`config.mk`:
```
export PLATFORM = sky130hd
export DESIGN_NAME = bir_blend
export DESIGN_NICKNAME = d
export VERILOG_FILES = /design/src/rtl/bir_pkg.sv /design/src/rtl/bir_blend.sv
export SDC_FILE = /design/constraint.sdc
export NUM_CORES = 1
export LEC_CHECK = 0
export ABC_CLOCK_PERIOD_IN_PS = 8470
export BUFFER_PORTS_ARGS = -buffer_cell sky130_fd_sc_hd__buf_2
export CORE_UTILIZATION = 70
export DETAILED_ROUTE_END_ITERATION = 10
export PLACE_DENSITY = 0.89
export SLEW_MARGIN = 15
export SYNTH_ARGS = -nofsm -noshare
export SYNTH_HDL_FRONTEND = slang
export SYNTH_SLANG_ARGS = --single-unit
```
`constraint.sdc`:
```
create_clock -name clk_i -period 8.47 [get_ports clk_i]
set_input_delay 0 -clock clk_i [delete_from_list [all_inputs] [get_ports clk_i]]
set_output_delay 0 -clock clk_i [all_outputs]
set_load 0.01 [all_outputs]
```
`src/rtl/bir_pkg.sv`:
```
`timescale 1ns / 1ps
// ----------------------------------------------------------------------------
// Bilinear resizer package
// Shared constants, register indices and the request context type.
// ----------------------------------------------------------------------------
package bir_pkg;

  localparam int unsigned MaxSrcDimDef = 256;
  localparam int unsigned MaxDstDimDef = 1024;
  localparam int unsigned CfgIdxW      = 3;
  localparam int unsigned CfgDataW     = 25;
  localparam int unsigned WeightW      = 12;
  localparam int unsigned WeightOne    = 2048;
  localparam int unsigned SumShift     = 22;

  typedef enum logic [CfgIdxW-1:0] {
    REG_SRC_WIDTH  = 3'd0,
    REG_SRC_HEIGHT = 3'd1,
    REG_DST_WIDTH  = 3'd2,
    REG_DST_HEIGHT = 3'd3,
    REG_SCALE_X    = 3'd4,
    REG_SCALE_Y    = 3'd5,
    REG_COLOR_MODE = 3'd6
  } cfg_reg_e;

  typedef struct packed {
    logic [WeightW-1:0] wx1;
    logic [WeightW-1:0] wy1;
    logic               beyond;
    logic               color;
  } req_ctx_t;

endpackage

```
`src/rtl/bir_blend.sv`:
```
`timescale 1ns / 1ps
// ----------------------------------------------------------------------------
// Blend unit
// Accumulates four weighted neighbours per channel, one neighbour a cycle while en_i is high.
// ----------------------------------------------------------------------------
module bir_blend (
  input  logic                        clk_i,
  input  logic                        first_i,
  input  logic                        en_i,
  input  logic [23:0]                 pix_i,
  input  logic [22:0]                 weight_i,
  output logic [7:0]                  res_a_o,
  output logic [7:0]                  res_b_o,
  output logic [7:0]                  res_c_o
);
  import bir_pkg::*;

  logic [29:0] acc_q [3];
  logic [29:0] acc_d [3];

  always_comb begin
    for (int k = 0; k < 3; k++) begin
      acc_d[k] = (first_i ? 30'd0 : acc_q[k]) + 30'(pix_i[8*k +: 8]) * 30'(weight_i);
    end
  end

  always_ff @(posedge clk_i) begin
    if (en_i) begin
      for (int k = 0; k < 3; k++) acc_q[k] <= acc_d[k];
    end
  end

  assign res_a_o = acc_q[0][SumShift +: 8];
  assign res_b_o = acc_q[1][SumShift +: 8];
  assign res_c_o = acc_q[2][SumShift +: 8];

endmodule

```
==> results.toml, run 1 <==
[sta]
hold_slack_ps = 114.0
slew_headroom_pct = 39.07
fin_worst_skew_ps = 15.40
timing.final.setup_violations = 0
clock.fmax_ghz = 0.1904
min_tclk_post_route_ps = 5251
report.final.hold_viol_count = 0
period_utilisation_layout_pct = 61.99
timing_worst_slew_pin_value_ps = 913.9
timing_max_transition_violations_final = 0
setup_repair_after_global_routing_missed_its_margin = "false"
tns_ps = 0

[cts]
cts_hold_repair.buffers = 0
post_cts_buffers = 0
cts_tree = "built"
h-tree-depth = 3
worst_setup_hold_path_clk_slew_ps = 80
number_of_clock_sinks = 90
clock-root-buffer = "clkbuf_16"
cts_buffers = 9
clkLatencyLatePin_ps = 380
post_cts.resized_instances = 0
max_buffers_root_to_sink = 2

[drt]
wl_per_cell_um = 17.26
routed_wirelength_um = 50800
drtPass1Iterations = 6
final_antenna_net_count = 0
detail_route.vias_per_cell = 5.739
drt_first_iter_violations = 1169
routed-via-count = 16900
drc = 0

[synthesis]
synth_sequential_area_ratio_pct = 11.60
synth_fp_nets = 3212
yosysUniqueCellTypes = 65
postSynthCellCount = 2559
yosysWarningCount = 0
number_of_flops_mapped_to_enable_cells_by_yosys = 90
synthesis.area_sq_um = 23300
synthesized_flop_and_latch_total = 90
ys_async_sr_fraction_pct = 0
dominantRegCellSynth = "edfxtp_1"
syn_area_per_cell_sq_um = 9.104

[global_routing]
first_global_vias = 18680
initial_antenna_violation_count = 0
grt_max_degree = 66
grt_remaining_overflow = 0
grt_first_pass_wirelength_um = 88220
gr-usage-all-layers_pct = 32.95

[finish]
largest-register = "acc_q"
final_antenna_diode_count = 0
leading_cell_type_in_the_layout_fill_and_taps_excluded = "inv_1"
areaGrowthSynthToFinish_pct = 2.293
layout_cell_area_excl_fill_sq_um = 23830
highest_count_cells_in_the_layout_ignoring_fill_and_taps = "inv_1, fa_1, and2_1"
largestRegisters = "acc_q (90)"
layout.nets = 3150
largest_register_ff_count = 90
post_route_cells_drive_above_1_share_pct = 4.077

[min_path]
worst_hold_path_type = "primary input to flip-flop"

[floorplanning]
die_w_um = 184.4
rows = 66
starting_density_of_the_core_pct = 71.42
die_area_sq_um = 34020
ios = 74
fp.coreArea_sq_um = 32620
dieHeight_um = 184.4

[setup_path]
critical_path.max_fanout = 65
slowest_stage = "buf_4"
critPathMaxStageDelay_ps = 650
timing.critical_path.arrival_ps = 5380
critPathLaunchType = "primary input"
critical_path.most_common_cell = "fa_1"
timing.setup.critical_path_class = "primary input to flip-flop"
crit_path_cell_trace = "buf_2, buf_4, nand2b_1, fa_1, inv_1, fa_1, fa_1, inv_1, fa_1, inv_1, ha_1, a21oi_1, o21ai_0, a22o_4, o41ai_1, o21ai_1, nand2_1, a32oi_1, xor2_1"
worst_ep_required_time_ps = 8600
critical_path_end_type = "flip-flop"
critPathBufInv = 5
worst_path_dominant_cell_family = "adder cells"

[placement]
count_of_buffers_inserted_at_the_top_level_ports = 73
dp.final_hpwl_um = 38780
placed_area_sq_um = 23550
place.gp.congestion = 0.9653

[flow_run]
drv_cap = 0

[outcome]
status = "finished clean"
-- final timing paths --
check	startpoint	end	slack [ps]	depth (start not counted)
worst max-delay path	first_i	acc_q[0][58]$_DFFE_PP_	3220	19
worst min-delay path	en_i	acc_q[0][88]$_DFFE_PP_	110	1
worst max register to register	acc_q[0][36]$_DFFE_PP_	acc_q[0][57]$_DFFE_PP_	3560	17
worst min register to register	acc_q[0][60]$_DFFE_PP_	acc_q[0][60]$_DFFE_PP_	680	2
-- Yosys cell counts, drive strengths merged, types with 3 or more instances --
| cell type | instances | area share (%) |
|---|---|---|
| clkbuf | 120 | 1.9 |
| and3 | 10 | 0.31 |
| xor2 | 23 | 0.86 |
| o31ai | 4 | 0.19 |
| nor2 | 56 | 0.90 |
| nand2b | 83 | 2.2 |
| a21boi | 3 | 0.097 |
| nor3 | 16 | 0.39 |
| and2 | 381 | 10 |
| or3 | 3 | 0.081 |
| fa | 462 | 40 |
| o21a | 12 | 0.39 |
| a21oi | 80 | 1.7 |
| nor2b | 20 | 0.54 |
| buf | 27 | 0.86 |
| o211ai | 6 | 0.19 |
| ha | 141 | 7.6 |
| nand2 | 210 | 3.4 |
| o21ai | 35 | 0.77 |
| a31oi | 6 | 0.16 |
| a21o | 40 | 1.3 |
| a211oi | 10 | 0.32 |
| nand3 | 18 | 0.39 |
| o31a | 4 | 0.15 |
| o21bai | 13 | 0.42 |
| xnor2 | 51 | 1.9 |
| mux2i | 4 | 0.17 |
| a221oi | 3 | 0.11 |
| nor4 | 4 | 0.13 |
| edfxtp | 90 | 12 |
| inv | 582 | 9.4 |
| or2 | 3 | 0.081 |
| nand4 | 14 | 0.38 |
-- final cells by class --
class / instances / area (sq um)
Clock inverter: 7 / 61.31
Tap cell: 442 / 553.0
Fill cell: 2339 / 8787
Inverter: 582 / 2185
Timing Repair Buffer: 75 / 382.9
Clock buffer: 9 / 225.2
Sequential cell: 90 / 2703
Multi-Input combinational cell: 1739 / 17720
-- through the flow --
step / util (%) / instances / setup WS, ps
after floorplan: - / 2559 / 3652
after global placement: 72.18 / 2928 / 3064
after detailed placement: 72.18 / 2928 / 2827
after CTS: 73.06 / 2944 / 3230
after global routing: 73.06 / 2944 / 2932
final: 73.06 / 2944 / 3219
-- cell families (layout without fill, tap and decap cells) --
kind of cell    after synthesis  after routing  synth area share [%]
xor+xnor                     74             74                 2.782
flops                        90             90                 11.60
mux                           4              4                0.1719
simple gates                823            823                 19.23
compound gates              235            235                 6.617
fa+ha+maj                   603            603                 47.27
buf+inv                     730            673                 12.33
-- metal layers --
layer / GRT usage [%] / share of wire (%)
met2: 57.07 / 51
met1: 42.69 / 39
met5: 0 / 0
met4: 12.30 / 3.0
met3: 3.853 / 6.2
Power of run 1 is left out: the tool's default activity adds up to more than one toggle a clock period on the data nets, which glitch-free logic cannot reach.
==> run 2: changes to the inputs <==
Settings changed: ABC_CLOCK_PERIOD_IN_PS 8470 to 5100, CORE_UTILIZATION 70 to 66, PLACE_DENSITY 0.89 to 0.85.
Clock period 8.47 ns to 5.1 ns, I/O delays scaled along.
==> results.toml, run 2 (synthesis gave the netlist of run 1 again) <==
[outcome]
status = "finished clean"

[drt]
routed-via-count = 16800
wl_per_cell_um = 17.09
detail_route.vias_per_cell = 5.638
wl_met2_um = 26520
maxUsedRoutingLayer = "met4"
drtPass1Iterations = 5
drc = 0
final_antenna_net_count = 0
drt_first_iter_violations = 1212
route.met3.wl_um = 2674
routed_wirelength_um = 50910
wl_met1_um = 20510

[setup_path]
slowest_stage = "fa_1"
critical_path.max_fanout = 6
critPathLaunchType = "flip-flop"
timing.critical_path.arrival_ps = 5020
timing.setup.critical_path_class = "flip-flop to flip-flop"
crit_path_cell_trace = "nand2b_1, fa_1, inv_1, fa_1, fa_1, inv_1, fa_1, inv_1, ha_1, a21oi_1, o21ai_0, a22o_4, o41a_1, o21a_1, o21a_1, o21ai_2, a21oi_1"
worst_path_dominant_cell_family = "adder cells"
critPathBufInv = 3
worst_ep_required_time_ps = 5230
critical_path.most_common_cell = "fa_1"
critPathMaxStageDelay_ps = 540
critical_path_end_type = "flip-flop"

[floorplanning]
rows = 68
starting_density_of_the_core_pct = 67.28
die_area_sq_um = 36050
dieHeight_um = 189.9
fp.coreArea_sq_um = 34630
ios = 74
die_w_um = 189.9

[finish]
stdcell_count = 2979
largest_register_ff_count = 90
areaGrowthSynthToFinish_pct = 3.265
highest_count_cells_in_the_layout_ignoring_fill_and_taps = "inv_1, fa_1, and2_1"
post_route_cells_drive_above_1_share_pct = 5.034
largestRegisters = "acc_q (90)"
layout_cell_area_excl_fill_sq_um = 24060
largest-register = "acc_q"
leading_cell_type_in_the_layout_fill_and_taps_excluded = "inv_1"
layout.core_utilization_pct = 69.48
filler_cell_count = 2676
layout.nets = 3171

[cts]
cts_buffers = 9
h-tree-depth = 3
cts_hold_repair.buffers = 0
cts_tree = "built"
number_of_clock_sinks = 90
post_cts.resized_instances = 0
worst_setup_hold_path_clk_slew_ps = 80
post_cts_buffers = 0
clkLatencyLatePin_ps = 390
clock-root-buffer = "clkbuf_16"
max_buffers_root_to_sink = 2

[sta]
fin_worst_skew_ps = 16.53
slew_headroom_pct = 38.92
min_tclk_post_route_ps = 4889
period_utilisation_layout_pct = 95.86
timing.final.setup_violations = 0
timing_worst_slew_pin_value_ps = 916.1
setup_repair_after_global_routing_missed_its_margin = "true"
post-route-worst-setup-slack_ps = 211.2
report.final.hold_viol_count = 0
timing_max_transition_violations_final = 0
clock.fmax_ghz = 0.2045

[placement]
setup_slack_at_placement_ps = 79.36
dp.final_hpwl_um = 39410
count_of_buffers_inserted_at_the_top_level_ports = 73
placed_area_sq_um = 23730
place.gp.congestion = 0.9273
dp.cells = 2962

[global_routing]
grt_remaining_overflow = 0
initial_antenna_violation_count = 0
grt_max_degree = 61
first_global_vias = 18690
gr-usage-all-layers_pct = 30.82
grt_first_pass_wirelength_um = 88400

[flow_run]
drv_cap = 0

[min_path]
worst_hold_path_type = "primary input to flip-flop"
run 2: worst paths after layout:
check                         start  slack [ps]                endpoint  cells past startpoint
max          acc_q[0][45]$_DFFE_PP_         210  acc_q[0][52]$_DFFE_PP_                     17
min                            en_i         100  acc_q[0][89]$_DFFE_PP_                      1
max reg2reg  acc_q[0][45]$_DFFE_PP_         210  acc_q[0][52]$_DFFE_PP_                     17
min reg2reg   acc_q[0][0]$_DFFE_PP_         670   acc_q[0][0]$_DFFE_PP_                      2
run 2: through the flow:
stage          TNS [ps]  hold slack [ps]
2_1_floorplan         0            112.5
3_3_place_gp          0            461.4
3_5_place_dp          0            462.7
4_1_cts               0            104.5
5_1_grt          -1.720            123.0
6_report              0            102.1
run 2: final cells by class:
type / count / area (sq um) / share of cell area [%]
clock inverter: 6 / 73.82 / 0.3068
antenna: 1 / 2.502 / 0.01040
timing repair buffer: 96 / 553.0 / 2.299
inverter: 582 / 2185 / 9.081
clock buffer: 10 / 229.0 / 0.9517
tap: 455 / 569.3 / 2.366
sequential: 90 / 2703 / 11.23
multi-input combinational: 1739 / 17740 / 73.75
run 2: layer usage:
| layer | vias up | GRT usage (%) |
|---|---|---|
| met5 | - | 0 |
| met4 | 0 | 9.615 |
| met3 | 92 | 3.154 |
| met2 | 563 | 54.35 |
| met1 | 8605 | 40.06 |
| li1 | 7537 | - |
Power of run 2 is left out for the same reason.
