--- src/rtl/bir_pkg.sv ---
`timescale 1ns / 1ps
// ----------------------------------------------------------------------------
// Bilinear resizer package
// Shared constants, register indices and the request context type.
// ----------------------------------------------------------------------------
package bir_pkg;

  localparam int unsigned MaxSrcDimDef = 256;
  localparam int unsigned MaxDstDimDef = 1024;
  localparam int unsigned CfgIdxW      = 3;
  localparam int unsigned CfgDataW     = 25;
  localparam int unsigned WeightW      = 12;
  localparam int unsigned WeightOne    = 2048;
  localparam int unsigned SumShift     = 22;

  typedef enum logic [CfgIdxW-1:0] {
    REG_SRC_WIDTH  = 3'd0,
    REG_SRC_HEIGHT = 3'd1,
    REG_DST_WIDTH  = 3'd2,
    REG_DST_HEIGHT = 3'd3,
    REG_SCALE_X    = 3'd4,
    REG_SCALE_Y    = 3'd5,
    REG_COLOR_MODE = 3'd6
  } cfg_reg_e;

  typedef struct packed {
    logic [WeightW-1:0] wx1;
    logic [WeightW-1:0] wy1;
    logic               beyond;
    logic               color;
  } req_ctx_t;

endpackage

--- src/rtl/bir_axis_map.sv ---
`timescale 1ns / 1ps
// ----------------------------------------------------------------------------
// Axis mapper
// Maps a destination coordinate to a source base index and a 12-bit far
// weight with half-pixel alignment, with one register stage after the product.
// ----------------------------------------------------------------------------
module bir_axis_map #(
  parameter int unsigned DstW = 10,
  parameter int unsigned SrcW = 8
) (
  input  logic                         clk_i,
  input  logic [DstW-1:0]              coord_i,
  input  logic [24:0]                  scale_i,
  input  logic [8:0]                   src_dim_i,
  output logic [SrcW-1:0]              base_o,
  output logic [bir_pkg::WeightW-1:0]  w1_o
);
  import bir_pkg::*;

  localparam int unsigned ProdW = DstW + 1 + 25;

  logic [ProdW-1:0] prod_q, prod_d;
  logic [8:0]       dim_q;
  logic [ProdW-1:0] p;
  logic             neg;
  logic [ProdW-1:0] idx;
  logic [16:0]      frac;
  logic [8:0]       last;

  always_comb begin
    prod_d = ProdW'({coord_i, 1'b1}) * ProdW'(scale_i);
  end

  always_ff @(posedge clk_i) begin
    prod_q <= prod_d;
    dim_q  <= src_dim_i;
  end

  always_comb begin
    neg  = prod_q < ProdW'(65536);
    p    = prod_q - ProdW'(65536);
    idx  = p >> 17;
    frac = p[16:0];
    last = dim_q - 9'd2;
    if (neg) begin
      base_o = '0;
      w1_o   = '0;
    end else if (idx > ProdW'(last)) begin
      base_o = last[SrcW-1:0];
      w1_o   = WeightW'(WeightOne);
    end else begin
      base_o = idx[SrcW-1:0];
      w1_o   = WeightW'((18'(frac) + 18'd63) >> 6);
    end
  end

endmodule

--- config.mk ---
export PLATFORM = sky130hd
export DESIGN_NAME = bir_axis_map
export DESIGN_NICKNAME = d
export VERILOG_FILES = /design/src/rtl/bir_pkg.sv /design/src/rtl/bir_axis_map.sv
export SDC_FILE = /design/constraint.sdc
export NUM_CORES = 1
export LEC_CHECK = 0
export ABC_AREA = 1
export BUFFER_PORTS_ARGS = -buffer_cell sky130_fd_sc_hd__buf_2
export CORE_UTILIZATION = 50
export CTS_CLUSTER_SIZE = 10
export DETAILED_ROUTE_END_ITERATION = 6
export GPL_ROUTABILITY_DRIVEN = 0
export PLACE_DENSITY = 0.67
export SKIP_CTS_REPAIR_TIMING = 1
export SLEW_MARGIN = 10
export SYNTH_ARGS = -nofsm -noshare
export SYNTH_HDL_FRONTEND = slang
export SYNTH_SLANG_ARGS = --single-unit
--- constraint.sdc ---
create_clock -name clk_i -period 6.6 [get_ports clk_i]
set_clock_uncertainty 0.1 [all_clocks]
set_input_delay 0.66 -clock clk_i [delete_from_list [all_inputs] [get_ports clk_i]]
set_output_delay 0.66 -clock clk_i [all_outputs]
set_load 0.005 [all_outputs]
==> results.json, run 1 <==
{
  "rsz0062_at_grt": "no",
  "maxCapViolations": 0,
  "cts_tree": "done",
  "start_util": 0.512,
  "drive_gt1_frac": 0.0627,
  "min-delay-path-class": "in -> reg",
  "slew_violations": 0,
  "min_period_ns": 5.66,
  "clockBufferDepth": 2,
  "area_delta_synth_final_pct": 5.74,
  "fmax_mhz": 177,
  "antenna_found_initial": 0,
  "synth_nets": 1883,
  "drt_pass1_iterations": 7,
  "worstPathArrival_ns": 5.74,
  "cts_inserted_buffers": 5,
  "grt_pass1_vias": 9691,
  "cp_slowest_cell": "fa_1",
  "yosys.area.top_type": "fa_1",
  "grt_max_degree": 26,
  "endpoint_kind": "flip-flop",
  "io_pins": 65,
  "dpl.hpwl_um": 21800,
  "crit_path_max_fanout": 25,
  "required_ns": 6.68,
  "crit_path_start_kind": "input pin",
  "critPathTopFamily": "adder cells",
  "final_hold_viol_count": 0,
  "placed_area_um2": 11700,
  "synth_area_leaders": "fa_1 37%, inv_1 14%, nand2_1 14%, ha_1 9.5%, dfxtp_1 8.0%",
  "grt_use_total": 0.251,
  "via_count": 9273,
  "die_x_um": 152,
  "cts_root_buf": "clkbuf_16",
  "worst_pin_slew_ns": 0.636,
  "fin_nets": 1898,
  "syn_area_um2": 11300,
  "synthCells": 1547,
  "violations": "DRC",
  "async_flop_share": 0,
  "synth_common_cells": "425 x inv_1, 413 x nand2_1, 206 x fa_1",
  "yosysMostFrequentCell": "inv_1",
  "cp_num_buf_inv": 5,
  "drc": 20,
  "ys_ff_latch": 45,
  "post-synth-top-area-fraction": 0.366,
  "ys_seq_area_frac": 0.0801,
  "max-slew-margin-rel": 0.576,
  "clock-sinks": 45,
  "die_h_um": 152,
  "slowest_delay_ns": 0.56,
  "synthFlopType": "dfxtp_1",
  "status": "complete, but fails checks",
  "io_buffers": 64,
  "min_period_over_period": 0.857,
  "synth_cell_type_count": 36,
  "clk_pin_slew_ns": 0.06,
  "synth_edf_count": 0,
  "dieArea_um2": 23100,
  "crit_top_cell": "fa_1",
  "cts_max_level": 2,
  "core_area_um2": 22000,
  "wl_um": 26500,
  "setup_viol": 0,
  "crit_chain": "buf_2, nand2_1, fa_1, inv_1, fa_1, fa_1, fa_1, inv_1, fa_1, inv_1, ha_1, nand2_1, nor2_1, inv_1, nor3_1, nand4_1, nand3_1, a21oi_1, xnor2_1",
  "core.rowCount": 54,
  "detail-route-antenna-nets": 0,
  "fin_area_um2": 11900,
  "drt_iter0_drc": 503,
  "critPathKind": "in -> reg",
  "avgSynthCellArea_um2": 7.27,
  "yosys_warnings": 0,
  "tns_ns": 0,
  "grt_overflow": 0,
  "wire_per_inst_um": 14.4,
  "via_per_inst": 5.03,
  "n_fill_cell": 2196,
  "grt_pass1_wl_um": 46600
}
==> flip-flops by register name (all words and copies together), names as in the netlist <==
signal / count
prod_q: 36
dim_q: 9
==> cell usage in the layout, fill, tap and decap left out, drive strengths merged, types with 3 or more instances in the layout <==
cell type / count
a21o: 3
a21oi: 53
buf: 64
clkbuf: 5
dfxtp: 45
fa: 206
ha: 85
inv: 426
nand2: 416
nand3: 34
nand4: 6
nor2: 107
nor3: 22
o21a: 4
o21ai: 29
xnor2: 13
xor2: 27
==> per-layer routing <==
metal  vias to the layer above  part of all wire  global-route usage
met5                         -                 0                   0
li1                       4483                 -                   -
met3                        39             0.049              0.0294
met2                       255              0.49               0.449
met1                      4496              0.44               0.325
met4                         0             0.021              0.0598
==> path summary, 6_finish.rpt <==
path,start,end,slack (ns),cells past startpoint
max,coord_i[6],prod_q[25]$_DFF_P_,0.94,19
min,src_dim_i[7],dim_q[7]$_DFF_P_,0.37,1
==> kinds of logic (layout without fill, tap and decap cells) <==
logic type      Yosys count  count (layout)  share of synthesized area
simple gates            590             590                      0.218
buf+inv                 482             498                      0.161
fa+ha+maj               291             291                      0.461
compound gates           99              99                     0.0481
flops                    45              45                     0.0801
xor+xnor                 40              40                     0.0311
other cells               0               1                          0
==> metrics by stage <==
step,cells,hold WS (ns),utilization,setup WS [ns]
after global routing,1843,0.362,0.542,0.666
after floorplan,1547,0.588,-,1.15
final,1844,0.373,0.542,0.941
after CTS,1843,0.364,0.542,0.943
after global placement,1835,0.662,0.533,0.656
after detailed placement,1835,0.664,0.533,0.672
==> area by class of cell <==
type | instances | area (um^2) | share of cell area
Multi-Input combinational cell | 1020 | 8540 | 0.717
Tap cell | 280 | 350 | 0.0294
Timing Repair Buffer | 64 | 320 | 0.0269
Sequential cell | 45 | 901 | 0.0757
Clock buffer | 5 | 125 | 0.0105
Clock inverter | 3 | 65.1 | 0.00547
Inverter | 426 | 1600 | 0.134
Antenna cell | 1 | 2.50 | 0.000210
Power of run 1 is left out: the tool's default activity adds up to more than one toggle a clock period on the data nets, which glitch-free logic cannot reach.
==> run 2, diff against run 1 <==
CORE_ASPECT_RATIO = 1.25   (was not set)
==> run 2 against run 1 <==
Net effect:
- fmax up 0.98%
- hold slack worse by 0.0063 ns
- sequential cell count unchanged
- via count down 1.3%
- die area about the same
- highest routed layer unchanged
- the flow now finishes without violations
- wire length down 2.0%
- critical path depth unchanged
- first-iteration DRC count down 22%
- utilization down 0.49 points
- non-clock buffer count unchanged
- sequential share of layout area about the same
==> results.json, run 2 (synthesis results as in run 1) <==
{
  "required_ns": 6.68,
  "final_util": 0.537,
  "layout_common_cells": "425 x inv_1, 413 x nand2_1, 206 x fa_1, 95 x nor2_1, 85 x ha_1",
  "fin_cells": 1846,
  "setup_viol": 0,
  "io_buffers": 64,
  "diodes": 0,
  "grt_overflow": 0,
  "detail-route-antenna-nets": 0,
  "critPathKind": "in -> reg",
  "via_per_inst": 4.96,
  "drc": 0,
  "clockBufferDepth": 2,
  "fin_nets": 1898,
  "via_count": 9150,
  "slew_violations": 0,
  "top_register": "prod_q",
  "die_x_um": 136,
  "status": "finished, final reports clean",
  "core.rowCount": 61,
  "core_area_um2": 22100,
  "cts_root_buf": "clkbuf_16",
  "worst_pin_slew_ns": 0.604,
  "clk_pin_slew_ns": 0.06,
  "wl_um": 25900,
  "start_util": 0.508,
  "crit_path_start_kind": "input pin",
  "largest_reg_flops": 36,
  "cts_tree": "done",
  "reg.largest.list": "prod_q (36), dim_q (9)",
  "final_hold_viol_count": 0,
  "crit_path_max_fanout": 25,
  "tns_ns": 0,
  "placed_area_um2": 11700,
  "drt_iter0_drc": 394,
  "min-delay-path-class": "in -> reg",
  "cts_max_level": 2,
  "grt_pass1_vias": 9948,
  "grt_max_degree": 26,
  "area_delta_synth_final_pct": 5.63,
  "drt_pass1_iterations": 5,
  "max-slew-margin-rel": 0.597,
  "worstPathArrival_ns": 5.68,
  "rsz0062_at_grt": "no",
  "drive_gt1_frac": 0.0627,
  "fmax_mhz": 178,
  "dieArea_um2": 23100,
  "cts_inserted_buffers": 5,
  "die_h_um": 170,
  "min_period_ns": 5.60,
  "dpl.hpwl_um": 21700,
  "layout_commonest_cell": "inv_1",
  "wire_per_inst_um": 14.0,
  "min_period_over_period": 0.849,
  "grt_pass1_wl_um": 45600,
  "clock-sinks": 45,
  "grt_use_total": 0.248,
  "fin_area_um2": 11900,
  "placed_cells": 1838,
  "maxCapViolations": 0,
  "antenna_found_initial": 0,
  "endpoint_kind": "flip-flop",
  "io_pins": 65
}
-- run 2: final timing paths --
| path | startpoint | end | slack (ns) | cells past startpoint |
|---|---|---|---|---|
| worst max-delay path | coord_i[3] | prod_q[25]$_DFF_P_ | 1.0 | 19 |
| worst min-delay path | src_dim_i[6] | dim_q[6]$_DFF_P_ | 0.37 | 1 |
-- run 2: area by class of cell --
cell class	count	area [um^2]
fill	2175	10200
multi-input combinational	1020	8540
inverter	426	1600
sequential	45	901
tap	283	354
timing repair buffer	64	320
clock buffer	6	139
clock inverter	2	37.5
-- run 2: worst max-delay path: stages --
cell	delay, ns
buf_2	0.47
nand2_1	0.18
fa_1	0.57
inv_1	0.05
fa_1	0.54
fa_1	0.44
fa_1	0.54
inv_1	0.05
fa_1	0.52
inv_1	0.04
ha_1	0.35
nand2_1	0.11
nor2_1	0.14
inv_1	0.07
nor3_1	0.30
nand4_1	0.16
nand3_1	0.21
a21oi_1	0.12
xnor2_1	0.14
-- run 2: per-stage QoR --
stage | setup WS [ns] | hold WS [ns]
after floorplan | 1.15 | 0.588
after global placement | 0.774 | 0.664
after detailed placement | 0.727 | 0.664
after CTS | 1.02 | 0.362
after global routing | 0.674 | 0.362
final | 0.995 | 0.367
-- run 2: metal layers --
metal / part of all wire / vias up / wire [um] / track usage
met4: 0.019 / 0 / 488 / 0.0691
li1: - / 4472 / - / -
met2: 0.50 / 291 / 12900 / 0.444
met5: 0 / - / 0 / 0
met1: 0.42 / 4349 / 10900 / 0.304
met3: 0.065 / 38 / 1680 / 0.0394
Power of run 2 is left out for the same reason.
==> run 3, diff against run 2 <==
ABC_AREA = 0   (was 1)
PLACE_DENSITY = 0.7   (was 0.67)
clock period = 4.95 ns   (was 6.6 ns; I/O delays follow)
==> run 3 against run 2 <==
Net effect:
- the run now ends with setup timing left
- final area increased by 13%
- non-clock buffer count grew 174
- sequential share of layout area shrank 0.89 points
- synthesized cell count shrank 20%
- critical path depth decreased by 1
- setup slack worse by 1.2 ns
- sequential cell count unchanged
- global-route usage rose by 0.66 points
- die area is 6.8% lower
- count of clock-buffer cells in the layout decreased by 1
- via count down 5.2%
- hold slack got worse by 0.16 ns
- critical endpoint unchanged
- largest cell class unchanged
==> results.json, run 3 <==
{
  "clock-sinks": 45,
  "reg.largest.list": "prod_q (36), dim_q (9)",
  "worstPathArrival_ns": 5.29,
  "grt_use_total": 0.254,
  "grt_pass1_wl_um": 43800,
  "cts_tree": "done",
  "fin_nets": 1760,
  "min_period_over_period": 1.05,
  "setup_viol": 13,
  "endpoint_kind": "flip-flop",
  "multi_input_area_um2": 9160,
  "layout_common_cells": "248 x inv_1, 194 x fa_1, 178 x nand2_1, 161 x buf_4, 84 x and2_1",
  "slew_violations": 0,
  "rsz0062_at_grt": "yes",
  "io_buffers": 64,
  "ys_ff_latch": 45,
  "dpl.hpwl_um": 22100,
  "grt_pass1_vias": 9585,
  "post-place-ws_ns": -0.629,
  "cts_inserted_buffers": 5,
  "layout_commonest_cell": "inv_1",
  "clockBufferDepth": 2,
  "min_period_ns": 5.19,
  "cts_root_buf": "clkbuf_16",
  "wire_per_inst_um": 15.5,
  "ys_seq_area_frac": 0.0860,
  "wl_um": 26300,
  "worst_pin_slew_ns": 0.866,
  "async_flop_share": 0,
  "fmax_mhz": 193,
  "post-synth-top-area-fraction": 0.394,
  "drt_pass1_iterations": 4,
  "dieArea_um2": 21500,
  "critPathKind": "in -> reg",
  "via_per_inst": 5.12,
  "crit_path_start_kind": "input pin",
  "antenna_found_initial": 0,
  "area_delta_synth_final_pct": 28.5,
  "synth_nets": 1570,
  "diodes": 0,
  "core_area_um2": 20300,
  "synth_area_leaders": "fa_1 39%, ha_1 10%, inv_1 9.6%, dfxtp_1 8.6%, nand2_1 7.2%",
  "required_ns": 5.05,
  "final_hold_viol_count": 0,
  "die_h_um": 164,
  "detail-route-antenna-nets": 0,
  "io_pins": 65,
  "grt_overflow": 0,
  "start_util": 0.516,
  "avgSynthCellArea_um2": 8.49,
  "status": "complete, but fails checks",
  "regArea_um2": 901,
  "drive_gt1_frac": 0.284,
  "drt_iter0_drc": 369,
  "n_fill_cell": 1632,
  "whs_endpoint": "dim_q[1]$_DFF_P_",
  "yosys.area.top_type": "fa_1",
  "crit_path_max_fanout": 6,
  "syn_area_um2": 10500,
  "synthFlopType": "dfxtp_1",
  "cts_max_level": 2,
  "synth_cell_type_count": 53,
  "maxCapViolations": 0,
  "yosys_warnings": 0,
  "yosysMostFrequentCell": "inv_1",
  "synthCells": 1234,
  "fin_ws_ns": -0.238,
  "min-delay-path-class": "in -> reg",
  "whs_path_depth": 1,
  "synth_common_cells": "269 x inv_1, 206 x fa_1, 200 x nand2_1",
  "violations": "setup timing",
  "core.rowCount": 58,
  "synth_edf_count": 0,
  "top_register": "prod_q",
  "drc": 0,
  "clk_pin_slew_ns": 0.06,
  "grt_max_degree": 29,
  "die_x_um": 131,
  "via_count": 8677,
  "largest_reg_flops": 36,
  "max-slew-margin-rel": 0.418,
  "min-delay-start": "src_dim_i[1]"
}
[run 3: changes by cell type after synthesis, sizes merged, moves of 6 or more]
cell,change
a211oi,+10
and3,+7
xnor2,+14
nand2,-216
inv,-157
nor2b,+7
a21oi,-20
a21o,+8
nor2,-60
and2,+93
a31oi,+6
o21ai,-7
nor3,-11
nand3,-24
[run 3: kinds of logic (layout without fill, tap and decap cells)]
logic type / Yosys count / after routing / synth area share
AND/OR/NAND/NOR: 402 / 402 / 0.184
adder cells (fa/ha/maj): 291 / 291 / 0.495
AO/OA/AOI/OAI: 118 / 118 / 0.0724
flip-flops: 45 / 45 / 0.0860
buffers and inverters: 324 / 514 / 0.118
XOR/XNOR: 54 / 54 / 0.0451
[run 3: final cells by class]
type	count	area share
Clock buffer	5	0.00929
Inverter	269	0.0750
Timing Repair Buffer	238	0.141
Sequential cell	45	0.0669
Multi-Input combinational cell	865	0.680
Tap cell	270	0.0251
Clock inverter	2	0.00260
[run 3: worst max path at each step]
| stage | slack [ns] | cells after the start | end | start |
|---|---|---|---|---|
| final | -0.24 | 18 | prod_q[25]$_DFF_P_ | coord_i[9] |
| after global routing | -0.39 | 21 | prod_q[35]$_DFF_P_ | coord_i[9] |
| after CTS | -0.34 | 21 | prod_q[34]$_DFF_P_ | coord_i[1] |
| after detailed placement | -0.63 | 21 | prod_q[34]$_DFF_P_ | coord_i[1] |
| after global placement | -0.61 | 21 | prod_q[34]$_DFF_P_ | coord_i[1] |
| after floorplan | -0.17 | 20 | prod_q[33]$_DFF_P_ | coord_i[3] |
[run 3: critical path, stage by stage]
cell and delay (ns):
buf_12 0.11, buf_6 0.11, and2_4 0.15, fa_1 0.49, fa_1 0.53, fa_1 0.55
fa_1 0.54, inv_2 0.04, fa_1 0.51, inv_2 0.04, ha_4 0.30, nand2_4 0.06
a2111oi_4 0.41, nor2_1 0.12, o21bai_1 0.26, a31oi_1 0.17, o21ai_1 0.19, xor2_1 0.21
[run 3: layer usage]
layer  global-route usage  share of wire  wire length, um
met3               0.0185          0.028              740
met5                    0              0                0
met4               0.0883          0.033              862
met2                0.514           0.55            14600
met1                0.276           0.38            10100
[run 3: per-stage QoR]
step	instances	area, um^2	TNS, ns	utilization	hold WS [ns]
after CTS	1673	12700	-4.17	0.625	0.202
final	1694	13500	-1.35	0.663	0.205
after detailed placement	1666	12500	-10.73	0.618	0.499
after global routing	1694	13500	-4.13	0.663	0.197
after global placement	1666	12500	-9.59	0.618	0.499
after floorplan	1234	11100	-0.665	-	0.423
Power of run 3 is left out for the same reason.
